$ cat config.mk
export PLATFORM = sky130hd
export DESIGN_NAME = pid_controller_windup_clamp
export DESIGN_NICKNAME = d
export VERILOG_FILES = /design/src/hw/rtl/pcwc_pkg.sv /design/src/hw/rtl/pcwc_div.sv /design/src/hw/rtl/pcwc_dpath.sv /design/src/hw/rtl/pcwc_ctrl.sv /design/src/hw/rtl/pid_controller_windup_clamp.sv
export SDC_FILE = /design/constraint.sdc
export NUM_CORES = 2
export LEC_CHECK = 0
export BUFFER_PORTS_ARGS = -buffer_cell sky130_fd_sc_hd__buf_2
export CELL_PAD_IN_SITES_DETAIL_PLACEMENT = 1
export CELL_PAD_IN_SITES_GLOBAL_PLACEMENT = 1
export CORE_MARGIN = 4
export CORE_UTILIZATION = 45
export DETAILED_ROUTE_END_ITERATION = 7
export PLACE_DENSITY = 0.8
export SYNTH_ARGS = -nofsm -noshare
export SYNTH_HDL_FRONTEND = slang
export SYNTH_SLANG_ARGS = --single-unit
$ cat constraint.sdc
create_clock -name clk -period 29.5 [get_ports clk]
set_input_delay 2.95 -clock clk [delete_from_list [all_inputs] [get_ports clk]]
set_output_delay 2.95 -clock clk [all_outputs]
set_load 0.01 [all_outputs]
$ cat src/hw/rtl/pcwc_pkg.sv
`timescale 1ns / 1ps
// ----------------------------------------------------------------------------
// pcwc_pkg
// Shared types and constants of the fixed-point pid controller with
// integral clamp: beat payloads, register indexes, controller commands.
// ----------------------------------------------------------------------------
package pcwc_pkg;

  localparam int DATA_WIDTH        = 32;
  localparam int FRAC_BITS         = 16;
  localparam int DT_WIDTH          = 31;
  localparam int CFG_IDX_WIDTH     = 2;
  localparam int INTEG_LIMIT_UNITS = 50;

  // operand width of the shared multiplier: signed word or zero-extended dt
  localparam int MUL_WIDTH  = DATA_WIDTH + 1;
  localparam int PROD_WIDTH = 2 * MUL_WIDTH;
  // accumulator holds the sum of three saturated words
  localparam int ACC_WIDTH  = DATA_WIDTH + 2;
  // high part of the divider numerator |diff| << FRAC_BITS above DATA_WIDTH bits
  localparam int NUM_HI_WIDTH = MUL_WIDTH - (DATA_WIDTH - FRAC_BITS);

  localparam logic [DATA_WIDTH-1:0] WORD_MAX = {1'b0, {(DATA_WIDTH-1){1'b1}}};
  localparam logic [DATA_WIDTH-1:0] WORD_MIN = {1'b1, {(DATA_WIDTH-1){1'b0}}};
  localparam logic signed [DATA_WIDTH-1:0] INTEG_LIMIT =
    DATA_WIDTH'(INTEG_LIMIT_UNITS * (2 ** FRAC_BITS));

  localparam logic [CFG_IDX_WIDTH-1:0] REG_GAIN_P = 2'd0;
  localparam logic [CFG_IDX_WIDTH-1:0] REG_GAIN_I = 2'd1;
  localparam logic [CFG_IDX_WIDTH-1:0] REG_GAIN_D = 2'd2;

  typedef struct packed {
    logic signed [DATA_WIDTH-1:0] target_value;
    logic signed [DATA_WIDTH-1:0] measured_value;
    logic        [DT_WIDTH-1:0]   time_step;
  } in_item_t;

  typedef struct packed {
    logic signed [DATA_WIDTH-1:0] drive_value;
    logic                         output_saturated;
    logic                         step_zero;
  } out_item_t;

  typedef enum logic [1:0] {
    MUL_INC = 2'd0,
    MUL_P   = 2'd1,
    MUL_I   = 2'd2,
    MUL_D   = 2'd3
  } mul_sel_t;

  typedef struct packed {
    logic     load_in;
    logic     calc_err;
    logic     div_start;
    mul_sel_t mul_sel;
    logic     integ_upd;
    logic     acc_load;
    logic     acc_add;
    logic     deriv_load;
    logic     out_load;
  } ctrl_cmd_t;

  typedef struct packed {
    logic div_done;
    logic out_free;
  } dp_status_t;

endpackage

$ cat src/hw/rtl/pcwc_div.sv
`timescale 1ns / 1ps
// ----------------------------------------------------------------------------
// pcwc_div
// Restoring divider, one quotient bit per cycle, for the derivative term
// (|diff| << FRAC_BITS) / dt with an up-front overflow check.
// ----------------------------------------------------------------------------
module pcwc_div (
  input  logic                              clk,
  input  logic                              rst_n,
  input  logic                              start,
  input  logic [pcwc_pkg::NUM_HI_WIDTH-1:0] num_hi,
  input  logic [pcwc_pkg::DATA_WIDTH-1:0]   num_lo,
  input  logic [pcwc_pkg::DT_WIDTH-1:0]     den,
  output logic                              busy,
  output logic                              ovf,
  output logic [pcwc_pkg::DATA_WIDTH-1:0]   quo
);
  import pcwc_pkg::*;

  localparam int CNT_WIDTH = $clog2(DATA_WIDTH);

  logic                  busy_r;
  logic                  ovf_r;
  logic [CNT_WIDTH-1:0]  cnt_r;
  logic [DT_WIDTH-1:0]   rem_r;
  logic [DATA_WIDTH-1:0] quo_r;
  logic [DT_WIDTH:0]     trial;
  logic                  ge;

  // numerator bits shift out of the top of quo_r, quotient bits shift in below
  assign trial = {rem_r, quo_r[DATA_WIDTH-1]};
  assign ge    = (trial >= {1'b0, den});

  always_ff @(posedge clk) begin
    if (!rst_n) begin
      busy_r <= 1'b0;
      cnt_r  <= '0;
    end else if (start) begin
      busy_r <= 1'b1;
      cnt_r  <= '0;
    end else if (busy_r) begin
      cnt_r <= cnt_r + 1'b1;
      if (cnt_r == CNT_WIDTH'(DATA_WIDTH - 1)) begin
        busy_r <= 1'b0;
      end
    end
  end

  always_ff @(posedge clk) begin
    if (start) begin
      // quotient would need more than DATA_WIDTH bits
      ovf_r <= ({{(DT_WIDTH-NUM_HI_WIDTH){1'b0}}, num_hi} >= den);
      rem_r <= DT_WIDTH'(num_hi);
      quo_r <= num_lo;
    end else if (busy_r) begin
      rem_r <= ge ? DT_WIDTH'(trial - {1'b0, den}) : trial[DT_WIDTH-1:0];
      quo_r <= {quo_r[DATA_WIDTH-2:0], ge};
    end
  end

  assign busy = busy_r;
  assign ovf  = ovf_r;
  assign quo  = quo_r;

endmodule

$ cat src/hw/rtl/pcwc_dpath.sv
`timescale 1ns / 1ps
// ----------------------------------------------------------------------------
// pcwc_dpath
// Datapath: gain registers, error and integral state, shared multiplier,
// derivative divider, accumulator and the output register.
// ----------------------------------------------------------------------------
module pcwc_dpath (
  input  logic                               clk,
  input  logic                               rst_n,
  input  logic                               cfg_we,
  input  logic [pcwc_pkg::CFG_IDX_WIDTH-1:0] cfg_index,
  input  logic [pcwc_pkg::DATA_WIDTH-1:0]    cfg_data,
  input  pcwc_pkg::in_item_t                 in_data,
  input  pcwc_pkg::ctrl_cmd_t                cmd,
  output pcwc_pkg::dp_status_t               status,
  output logic                               out_valid,
  input  logic                               out_stall,
  output pcwc_pkg::out_item_t                out_data
);
  import pcwc_pkg::*;

  localparam int MTOP_WIDTH = PROD_WIDTH - FRAC_BITS - DATA_WIDTH + 1;
  localparam int STOP_WIDTH = ACC_WIDTH - DATA_WIDTH + 1;
  localparam logic signed [ACC_WIDTH-1:0] LIM_HI = ACC_WIDTH'(INTEG_LIMIT);
  localparam logic signed [ACC_WIDTH-1:0] LIM_LO = -LIM_HI;

  // {sat, value}: clip a wide sum to one word
  function automatic logic [DATA_WIDTH:0] sat_word(input logic [ACC_WIDTH-1:0] v);
    logic [STOP_WIDTH-1:0] top;
    top = v[ACC_WIDTH-1:DATA_WIDTH-1];
    if ((&top) || !(|top)) begin
      return {1'b0, v[DATA_WIDTH-1:0]};
    end
    return {1'b1, v[ACC_WIDTH-1] ? WORD_MIN : WORD_MAX};
  endfunction

  // {sat, value}: floor(p / 2^FRAC_BITS), clipped to one word
  function automatic logic [DATA_WIDTH:0] mul_round(input logic [PROD_WIDTH-1:0] p);
    logic [MTOP_WIDTH-1:0] top;
    top = p[PROD_WIDTH-1:FRAC_BITS+DATA_WIDTH-1];
    if ((&top) || !(|top)) begin
      return {1'b0, p[FRAC_BITS+DATA_WIDTH-1:FRAC_BITS]};
    end
    return {1'b1, p[PROD_WIDTH-1] ? WORD_MIN : WORD_MAX};
  endfunction

  logic signed [DATA_WIDTH-1:0] gain_p_r, gain_i_r, gain_d_r;
  logic signed [DATA_WIDTH-1:0] target_r, measured_r;
  logic        [DT_WIDTH-1:0]   dt_r;
  logic signed [DATA_WIDTH-1:0] err_r, prev_err_r, integ_r, deriv_r;
  logic                         diff_neg_r, zero_r, sat_r;
  logic signed [PROD_WIDTH-1:0] prod_r;
  logic signed [ACC_WIDTH-1:0]  acc_r;
  logic                         out_valid_r;
  out_item_t                    out_data_r;

  logic signed [MUL_WIDTH-1:0]  mul_a, mul_b;
  logic signed [PROD_WIDTH-1:0] mul_p;
  logic [DATA_WIDTH:0]          err_w, prod_w, sum_w;
  logic signed [MUL_WIDTH-1:0]  diff;
  logic [MUL_WIDTH-1:0]         diff_mag;
  logic signed [ACC_WIDTH-1:0]  integ_sum, prod_ext;
  logic                         div_busy, div_ovf, d_over;
  logic [DATA_WIDTH-1:0]        div_quo, deriv_val;

  // ---- configuration
  always_ff @(posedge clk) begin
    if (!rst_n) begin
      gain_p_r <= '0;
      gain_i_r <= '0;
      gain_d_r <= '0;
    end else if (cfg_we) begin
      case (cfg_index)
        REG_GAIN_P: gain_p_r <= cfg_data;
        REG_GAIN_I: gain_i_r <= cfg_data;
        REG_GAIN_D: gain_d_r <= cfg_data;
        default: ;
      endcase
    end
  end

  // ---- shared multiplier, product registered
  always_comb begin
    case (cmd.mul_sel)
      MUL_INC: begin
        mul_a = {err_r[DATA_WIDTH-1], err_r};
        mul_b = {{(MUL_WIDTH-DT_WIDTH){1'b0}}, dt_r};
      end
      MUL_P: begin
        mul_a = {gain_p_r[DATA_WIDTH-1], gain_p_r};
        mul_b = {err_r[DATA_WIDTH-1], err_r};
      end
      MUL_I: begin
        mul_a = {gain_i_r[DATA_WIDTH-1], gain_i_r};
        mul_b = {integ_r[DATA_WIDTH-1], integ_r};
      end
      MUL_D: begin
        mul_a = {gain_d_r[DATA_WIDTH-1], gain_d_r};
        mul_b = {deriv_r[DATA_WIDTH-1], deriv_r};
      end
      default: begin
        mul_a = '0;
        mul_b = '0;
      end
    endcase
  end

  assign mul_p = mul_a * mul_b;

  always_ff @(posedge clk) begin
    prod_r <= mul_p;
  end

  assign prod_w   = mul_round(prod_r);
  assign prod_ext = {{(ACC_WIDTH-DATA_WIDTH){prod_w[DATA_WIDTH-1]}},
                     prod_w[DATA_WIDTH-1:0]};

  // ---- error and difference to the previous error
  assign err_w = sat_word({{(ACC_WIDTH-DATA_WIDTH){target_r[DATA_WIDTH-1]}}, target_r}
                        - {{(ACC_WIDTH-DATA_WIDTH){measured_r[DATA_WIDTH-1]}}, measured_r});
  assign diff     = {err_r[DATA_WIDTH-1], err_r} - {prev_err_r[DATA_WIDTH-1], prev_err_r};
  assign diff_mag = diff[MUL_WIDTH-1] ? MUL_WIDTH'(-diff) : MUL_WIDTH'(diff);

  // ---- integral update with clamp
  assign integ_sum = {{(ACC_WIDTH-DATA_WIDTH){integ_r[DATA_WIDTH-1]}}, integ_r} + prod_ext;

  // ---- derivative divider
  pcwc_div u_div (
    .clk    (clk),
    .rst_n  (rst_n),
    .start  (cmd.div_start),
    .num_hi (diff_mag[MUL_WIDTH-1:DATA_WIDTH-FRAC_BITS]),
    .num_lo ({diff_mag[DATA_WIDTH-FRAC_BITS-1:0], {FRAC_BITS{1'b0}}}),
    .den    (dt_r),
    .busy   (div_busy),
    .ovf    (div_ovf),
    .quo    (div_quo)
  );

  // a negative quotient may reach the magnitude of the most negative word
  assign d_over = div_ovf || (diff_neg_r ? (div_quo[DATA_WIDTH-1] && (|div_quo[DATA_WIDTH-2:0]))
                                         : div_quo[DATA_WIDTH-1]);

  always_comb begin
    if (zero_r) begin
      deriv_val = '0;
    end else if (d_over) begin
      deriv_val = diff_neg_r ? WORD_MIN : WORD_MAX;
    end else begin
      deriv_val = diff_neg_r ? -div_quo : div_quo;
    end
  end

  assign sum_w = sat_word(acc_r);

  // ---- state registers
  always_ff @(posedge clk) begin
    if (!rst_n) begin
      integ_r    <= '0;
      prev_err_r <= '0;
    end else begin
      if (cmd.div_start) begin
        prev_err_r <= err_r;
      end
      if (cmd.integ_upd) begin
        if (integ_sum > LIM_HI) begin
          integ_r <= INTEG_LIMIT;
        end else if (integ_sum < LIM_LO) begin
          integ_r <= -INTEG_LIMIT;
        end else begin
          integ_r <= integ_sum[DATA_WIDTH-1:0];
        end
      end
    end
  end

  // ---- working registers
  always_ff @(posedge clk) begin
    if (cmd.load_in) begin
      target_r   <= in_data.target_value;
      measured_r <= in_data.measured_value;
      dt_r       <= in_data.time_step;
    end
    if (cmd.calc_err) begin
      err_r  <= err_w[DATA_WIDTH-1:0];
      sat_r  <= err_w[DATA_WIDTH];
      zero_r <= (dt_r == '0);
    end else if (cmd.acc_load || cmd.acc_add) begin
      sat_r <= sat_r | prod_w[DATA_WIDTH];
    end else if (cmd.deriv_load) begin
      sat_r <= sat_r | (d_over && !zero_r);
    end
    if (cmd.div_start) begin
      diff_neg_r <= diff[MUL_WIDTH-1];
    end
    if (cmd.acc_load) begin
      acc_r <= prod_ext;
    end else if (cmd.acc_add) begin
      acc_r <= acc_r + prod_ext;
    end
    if (cmd.deriv_load) begin
      deriv_r <= deriv_val;
    end
  end

  // ---- output register
  always_ff @(posedge clk) begin
    if (!rst_n) begin
      out_valid_r <= 1'b0;
    end else if (cmd.out_load) begin
      out_valid_r <= 1'b1;
    end else if (out_valid_r && !out_stall) begin
      out_valid_r <= 1'b0;
    end
  end

  always_ff @(posedge clk) begin
    if (cmd.out_load) begin
      out_data_r.drive_value      <= sum_w[DATA_WIDTH-1:0];
      out_data_r.output_saturated <= sat_r | sum_w[DATA_WIDTH];
      out_data_r.step_zero        <= zero_r;
    end
  end

  assign status.div_done = !div_busy;
  assign status.out_free = !out_valid_r || !out_stall;
  assign out_valid       = out_valid_r;
  assign out_data        = out_data_r;

endmodule

$ cat src/hw/rtl/pcwc_ctrl.sv
`timescale 1ns / 1ps
// ----------------------------------------------------------------------------
// pcwc_ctrl
// Sequencer for one control step: error, integral, gain products, then the
// derivative once the divider finishes, then the output load.
// ----------------------------------------------------------------------------
module pcwc_ctrl (
  input  logic                  clk,
  input  logic                  rst_n,
  input  logic                  in_valid,
  output logic                  in_stall,
  input  pcwc_pkg::dp_status_t  status,
  output pcwc_pkg::ctrl_cmd_t   cmd
);
  import pcwc_pkg::*;

  typedef enum logic [9:0] {
    ST_IDLE  = 10'b0000000001,
    ST_ERR   = 10'b0000000010,
    ST_DINIT = 10'b0000000100,
    ST_INTEG = 10'b0000001000,
    ST_PTERM = 10'b0000010000,
    ST_ITERM = 10'b0000100000,
    ST_DWAIT = 10'b0001000000,
    ST_DMUL  = 10'b0010000000,
    ST_DTERM = 10'b0100000000,
    ST_EMIT  = 10'b1000000000
  } state_t;

  state_t state_r, state_nxt;

  always_ff @(posedge clk) begin
    if (!rst_n) begin
      state_r <= ST_IDLE;
    end else begin
      state_r <= state_nxt;
    end
  end

  assign in_stall = (state_r != ST_IDLE);

  always_comb begin
    state_nxt = state_r;
    cmd       = '0;
    cmd.mul_sel = MUL_INC;
    case (state_r)
      ST_IDLE: begin
        if (in_valid) begin
          cmd.load_in = 1'b1;
          state_nxt   = ST_ERR;
        end
      end
      ST_ERR: begin
        cmd.calc_err = 1'b1;
        state_nxt    = ST_DINIT;
      end
      ST_DINIT: begin
        // divider runs in the background from here on
        cmd.div_start = 1'b1;
        cmd.mul_sel   = MUL_INC;
        state_nxt     = ST_INTEG;
      end
      ST_INTEG: begin
        cmd.integ_upd = 1'b1;
        cmd.mul_sel   = MUL_P;
        state_nxt     = ST_PTERM;
      end
      ST_PTERM: begin
        cmd.acc_load = 1'b1;
        cmd.mul_sel  = MUL_I;
        state_nxt    = ST_ITERM;
      end
      ST_ITERM: begin
        cmd.acc_add = 1'b1;
        state_nxt   = ST_DWAIT;
      end
      ST_DWAIT: begin
        if (status.div_done) begin
          cmd.deriv_load = 1'b1;
          state_nxt      = ST_DMUL;
        end
      end
      ST_DMUL: begin
        cmd.mul_sel = MUL_D;
        state_nxt   = ST_DTERM;
      end
      ST_DTERM: begin
        cmd.acc_add = 1'b1;
        state_nxt   = ST_EMIT;
      end
      ST_EMIT: begin
        if (status.out_free) begin
          cmd.out_load = 1'b1;
          state_nxt    = ST_IDLE;
        end
      end
      default: begin
        state_nxt = ST_IDLE;
      end
    endcase
  end

endmodule

$ cat src/hw/rtl/pid_controller_windup_clamp.sv
`timescale 1ns / 1ps
// ----------------------------------------------------------------------------
// pid_controller_windup_clamp
// Fixed-point Q16.16 pid controller with the integral clamped to +/-50.0.
// ----------------------------------------------------------------------------
// Usage:
//   in_*  : one beat per control step (set point, measurement, time step).
//           in_stall is low only while the block is idle; a beat is taken at
//           a rising edge with in_valid high and in_stall low.
//   out_* : one beat per input beat (drive value, saturation and zero-step
//           flags), held in an output register until taken (out_stall low).
//   cfg_* : gain writes, always ready; index 0 = Kp, 1 = Ki, 2 = Kd, other
//           indexes are ignored. Write only while no step is in flight.
// Flow: a step runs from the input beat to out_valid; the one-bit-per-cycle
//   divider for the derivative sets its length. A new input beat is taken
//   only once the controller is back in idle after the output register
//   loads, so steps do not overlap.
// Stalling: while out_stall holds the previous result, the block still takes
//   and computes the next step and waits only before loading its result.
// Reset: clears the gains, the integral and the previous error; no result
//   is pending after reset.
// ----------------------------------------------------------------------------
module pid_controller_windup_clamp (
  input  logic                               clk,
  input  logic                               rst_n,
  input  logic                               in_valid,
  output logic                               in_stall,
  input  pcwc_pkg::in_item_t                 in_data,
  output logic                               out_valid,
  input  logic                               out_stall,
  output pcwc_pkg::out_item_t                out_data,
  input  logic                               cfg_valid,
  output logic                               cfg_ready,
  input  logic [pcwc_pkg::CFG_IDX_WIDTH-1:0] cfg_index,
  input  logic [pcwc_pkg::DATA_WIDTH-1:0]    cfg_data
);
  import pcwc_pkg::*;

  ctrl_cmd_t  cmd;
  dp_status_t status;

  assign cfg_ready = 1'b1;

  pcwc_ctrl u_ctrl (
    .clk      (clk),
    .rst_n    (rst_n),
    .in_valid (in_valid),
    .in_stall (in_stall),
    .status   (status),
    .cmd      (cmd)
  );

  pcwc_dpath u_dpath (
    .clk       (clk),
    .rst_n     (rst_n),
    .cfg_we    (cfg_valid && cfg_ready),
    .cfg_index (cfg_index),
    .cfg_data  (cfg_data),
    .in_data   (in_data),
    .cmd       (cmd),
    .status    (status),
    .out_valid (out_valid),
    .out_stall (out_stall),
    .out_data  (out_data)
  );

  // one step in flight: the beat after an accepted one is held off
  a_one_in_flight: assert property (@(posedge clk) disable iff (!rst_n)
    (in_valid && !in_stall) |=> in_stall)
    else $error("input taken while a step is in flight");

  a_div_idle_at_start: assert property (@(posedge clk) disable iff (!rst_n)
    cmd.div_start |-> status.div_done)
    else $error("divider restarted while busy");

  a_deriv_after_div: assert property (@(posedge clk) disable iff (!rst_n)
    cmd.deriv_load |-> status.div_done)
    else $error("derivative loaded before the divider finished");

  a_out_load_free: assert property (@(posedge clk) disable iff (!rst_n)
    cmd.out_load |-> status.out_free)
    else $error("result loaded over an untaken beat");

  a_out_after_load: assert property (@(posedge clk) disable iff (!rst_n)
    cmd.out_load |=> out_valid)
    else $error("loaded result not presented");

endmodule

# Word-level counts from Yosys, hierarchy flattened
# Cells that the tools add are included.
# W data, S select, Z words.
[word_totals]
regBits = 537
inputBits = 134
out_inout_bits = 37
elab_cells = 151
[op_classes]
add_sub_neg = 8
multipliers = 1
order_cmp = 4
eq_ne = 20
n_mux = 52
bitwise_logic = 4
n_reduce_logical = 35
[op_table]
columns = ["operator", "count"]
rows = [
  ["$mux W32", 10],
  ["$pmux W33 S4", 2],
  ["$mux W33", 7],
  ["$pmux W10 S10", 1],
  ["$mux W34", 2],
  ["$mul A33 B33 Y66", 1],
  ["$sub A32 B32 Y33", 2],
  ["$add A34 B32 Y34", 1],
  ["$gt A34 B23 Y1 const B", 1],
  ["$lt A34 B23 Y1 const B", 1],
  ["$mux W17", 2],
  ["$add A32 B32 Y33", 1],
  ["$neg A33 Y33", 1],
  ["$ge A32 B31 Y1", 1],
  ["$neg A32 Y32", 1],
  ["$ge A17 B31 Y1", 1],
  ["$logic_not A31 Y1", 1],
  ["$mux W31", 1],
  ["$reduce_or A31 Y1", 1],
  ["$sub A31 B31 Y31", 1],
  ["$mux W10", 3],
  ["$mux W1", 23],
  ["$reduce_and A19 Y1", 1],
  ["$reduce_or A19 Y1", 1],
  ["29 further kinds", 57],
]

# Longest topological paths before layout
[logic_depth]
depth_word = 9
mapped_depth = 43
depth_no_buf = 39

# Hierarchy
# From an unflattened synthesis, not the netlist that was laid out.
[hier_totals]
cells_unflattened = 7489
hier_area_um2 = 68690.9
[by_module_without_submodules]
columns = ["module", "instances", "cells_per_inst", "area_per_inst_um2", "seq_area_each_um2"]
rows = [
  ["pcwc_dpath", 1, 6801, 62317.3, 11130.7],
  ["pcwc_div", 1, 608, 5667.9, 1901.8],
  ["pcwc_ctrl", 1, 78, 694.4, 200.2],
  ["pid_controller_windup_clamp", 1, 2, 11.3, 0.0],
]

# Worst setup path after synthesis
# Ideal clock, no wire load.
[synth_path]
path_type = "register to register"
start = "reg u_ctrl.state_r[9]"
end = "reg u_dpath.prod_r[60]"
setup_time_ps = 125
t_arrival_ps = 9989
required_time_ps = 29375
slack_ps = 19386
path_stages_with_launch = 38
n_path_buf = 4
synth_period_minus_slack_ps = 10114
cell_sequence = "dfxtp_1 -> or4_4 -> nor4_4 -> o21a_1 -> clkbuf_1 -> buf_1 -> nor2_1 -> nor4_1 -> clkbuf_1 -> nand2_1 -> fa_1 -> inv_1 -> fa_1 -> inv_1 -> fa_1 -> inv_1 -> fa_1 -> fa_1 -> [2 not listed] -> inv_1 -> fa_1 -> inv_1 -> ha_1 -> clkbuf_1 -> and4_1 -> nand3_1 -> or2_2 -> o22ai_1 -> o211ai_1 -> a21o_1 -> a21oi_4 -> o211ai_2 -> a211oi_2 -> a311oi_2 -> o21ba_1 -> nor4b_1 -> nor3_1"
[synth_between]
elab_chain_cells = 5
elab_cells_between_ends = 11
cone_classes = "mul: 1; eq/ne: 6; mux: 3; reduce/logical: 1"
[synth_lines]
columns = ["item", "line_no", "source"]
rows = [
  ["start, declared", "pcwc_ctrl.sv:30", "state_t state_r, state_nxt;"],
  ["start signal, assigned", "pcwc_ctrl.sv:36", "state_r <= state_nxt;"],
  ["$eq A10 B8 Y1, or another cell as far along", "pcwc_ctrl.sv:46", "case (state_r)"],
  ["$pmux W2 S3 (*)", "pcwc_ctrl.sv:46", ""],
  ["$eq A2 B2 Y1, or another cell as far along", "pcwc_dpath.sv:84", "case (cmd.mul_sel)"],
  ["$pmux W33 S4", "pcwc_dpath.sv:84", ""],
  ["$mul A33 B33 Y66 (*)", "pcwc_dpath.sv:108", "assign mul_p = mul_a * mul_b;"],
  ["named net u_dpath.mul_p[60]", "pcwc_dpath.sv:58", "logic signed [PROD_WIDTH-1:0] mul_p;"],
  ["end signal, assigned", "pcwc_dpath.sv:111", "prod_r <= mul_p;"],
  ["end, declared", "pcwc_dpath.sv:52", "logic signed [PROD_WIDTH-1:0] prod_r;"],
]
# The timed path passes the listed nets; every way through them passes the cells marked *.
# A chain may end at the register's enable or synchronous reset.

# Final worst setup path
[layout_path]
start = "reg u_ctrl.state_r[9]"
end = "reg u_dpath.prod_r[64]"
# Same word-level chain as after synthesis.

==> run metrics <==
status finished clean; share of layout cells above drive strength 1 0.06498; first-pass detailed-route iteration total 6; Fmax 75.16 MHz; CTS tree done; DRT Wirelength 249.0 mm; crit path capture type flop; Final Hold Fails 0; MaxCap Viol Count 0; Initial Utilization 0.4521; CTS max path bufs 3; Placeable Area approximately 150000 µm²; final instance area around 73000 µm²; Root Driver clkbuf_16; worst slew pin tran 1.235 ns; Worst Path Max Fanout 43; vias in the first global route between 60000 and 70000; Req. time, crit path ~30 ns; Cells after Synth around 7700; Post-synth ARST share 0; count of input and output buffers about 170; fin crit share 0.4510; most frequent cells in the layout inv_1, fa_1, nand2_1; row cnt roughly 140; CTS Buf Count between 60 and 70; Syn Nets roughly 9300; setup TNS 0 ns; Via density approximately 5.8; commonest non-fill, non-tap cell in the layout inv_1; first-pass GRT wire length ~380 mm; Vias between 50000 and 60000; CP max stage delay 0.87 ns; number of flops mapped to enable cells by yosys roughly 260; Die ar. about 160000 µm²; Max-slew headroom 0.1733; clk_skew slightly above 0.08 ns; post-layout min period ~13 ns; Crit Path Class flop to flop; largest family of logic cells by synthesized area adder cells; GP Congestion 0.9482; final setup fails 0; worst min path class flop to flop; Ports 171; synth unique cells 93; fill count 17540; #FFs+latches synth 521; CTS sink count between 500 and 600; Synth Area in Adders 0.4075; Post-CTS Setup Inserts 0; synthesized area just under 70000 µm²; H-tree Lvls 3; GR Overflow Total 0; Post-Syn Area per Cell about 8.8 µm²; Die H 395.7 µm; crit start category flop; DIE WIDTH slightly below 400 µm; Most common cell on crit path fa_1; critical path's slowest cell nor2_2; xor/xnor share of the synthesized area 0.02758; Compound-Gate Fraction of Synth Area 0.1191; initial detailed-routing violation count roughly 4400; crit path DAT 13.87 ns; WL per Instance between 20 and 30 µm; # DRC 0; RSZ-0062 raised after global routing no; hold buffers post-CTS 0; Synth warnings 0; Buf/Inv on CP 6; Layout area overhead 8.210%; Post-Synth Simple-Gate Area 0.1532; antenna violations before repair 24; register clock-pin slew on the reported worst setup and hold paths ~0.06 ns; register area share after synthesis 0.1933; top_reg_cell synth edfxtp_1; Pins Over Slew Limit 0; crit-path leading delay family simple AND/OR/NAND/NOR gates; clock latency on the worst-skew pair 0.72 ns; final core occ 0.4892; DRT antenna net count 0; GRT Overall Usage 0.3192; post-synthesis mux area share 0.006919; DP Area 70810 µm²; largest net degree at the start of global routing between 100 and 150; PostCTS Resize Cnt 0; final net count about 9300; placed wire-length estimate 195.0 mm
[sequential cells by signal (all words and copies together), names as in the netlist, 32 cells and up]
signal and count:
u_dpath.acc_r 34, u_dpath.deriv_r 32, u_dpath.err_r 32, u_dpath.gain_d_r 32
u_dpath.gain_i_r 32, u_dpath.gain_p_r 32, u_dpath.integ_r 32, u_dpath.measured_r 32
u_dpath.out_data 34, u_dpath.prev_err_r 32, u_dpath.prod_r 50, u_dpath.target_r 32
u_dpath.u_div.quo 32
[routing by layer]
layer  up-vias  GRT usage  part of all wire
met5         -          0           0.00051
met4        20     0.1952             0.074
met3       670    0.07139             0.088
met2      2219     0.5115              0.46
met1     29240     0.3940              0.38
li1      24350          -                 -
[cells by family after synthesis]
logic type,after synthesis
other,1
xor gates and xnor gates,213
and+or+nand+nor,2401
DFF,521
AOI/OAI and AO/OA,1279
adders and majority gates,1529
buffers and inverters,1665
muxes,46
[through the flow]
step                      setup slack, ns  std cells  hold WS [ns]
after floorplan                     19.39       7655        0.4332
after global placement              16.66       9600        0.4385
after detailed placement            16.39       9600        0.4465
after CTS                           16.30       9726        0.4542
after global routing                15.74       9730        0.4768
final                               16.20       9737        0.4544
[worst paths after layout]
kind / startpoint / to / slack (ns) / depth (start not counted)
setup / recovery: u_ctrl.state_r[9]$_SDFFE_PN0P_ / u_dpath.prod_r[64]$_DFF_P_ / 16.20 / 36
hold / removal: u_dpath.prev_err_r[9]$_SDFFE_PN0P_ / u_dpath.prev_err_r[9]$_SDFFE_PN0P_ / 0.45 / 2
setup reg to reg: u_ctrl.state_r[9]$_SDFFE_PN0P_ / u_dpath.prod_r[64]$_DFF_P_ / 16.20 / 36
hold reg to reg: u_dpath.prev_err_r[9]$_SDFFE_PN0P_ / u_dpath.prev_err_r[9]$_SDFFE_PN0P_ / 0.45 / 2
[worst register-to-register path: cells and delay by family (launching register included)]
kind / cells / cell delay (ns)
DFF: 1 / 0.33
buffers and inverters: 6 / 0.76
AOI/OAI and AO/OA: 9 / 2.69
adders and majority gates: 9 / 4.29
and+or+nand+nor: 12 / 5.09
[area by class of cell]
cell class                 count  area, µm²  area share
antenna                       11      27.53   0.0003761
clock buffer                  83       1809     0.02472
clock inverter                43      538.0    0.007351
inverter                    1304       4897     0.06691
multi-input combinational   5469      48560      0.6635
sequential                   521      13080      0.1787
tap                         2016       2522     0.03446
timing repair buffer         290       1754     0.02397
[cells in the mapped netlist (all sizes together) (67+ instances only)]
library cell | number | share of area
a21o | 158 | 0.018
a21oi | 431 | 0.032
clkbuf | 342 | 0.019
dfxtp | 257 | 0.076
edfxtp | 264 | 0.12
fa | 1126 | 0.33
ha | 393 | 0.073
inv | 1303 | 0.072
nand2 | 1049 | 0.058
nand2b | 109 | 0.010
nor2 | 820 | 0.046
nor3 | 67 | 0.0050
o21ai | 262 | 0.019
xnor2 | 143 | 0.019
xor2 | 70 | 0.0091
Power is not shown: default switching activity piles up to over one toggle a cycle in this logic, so the estimate is an artifact.
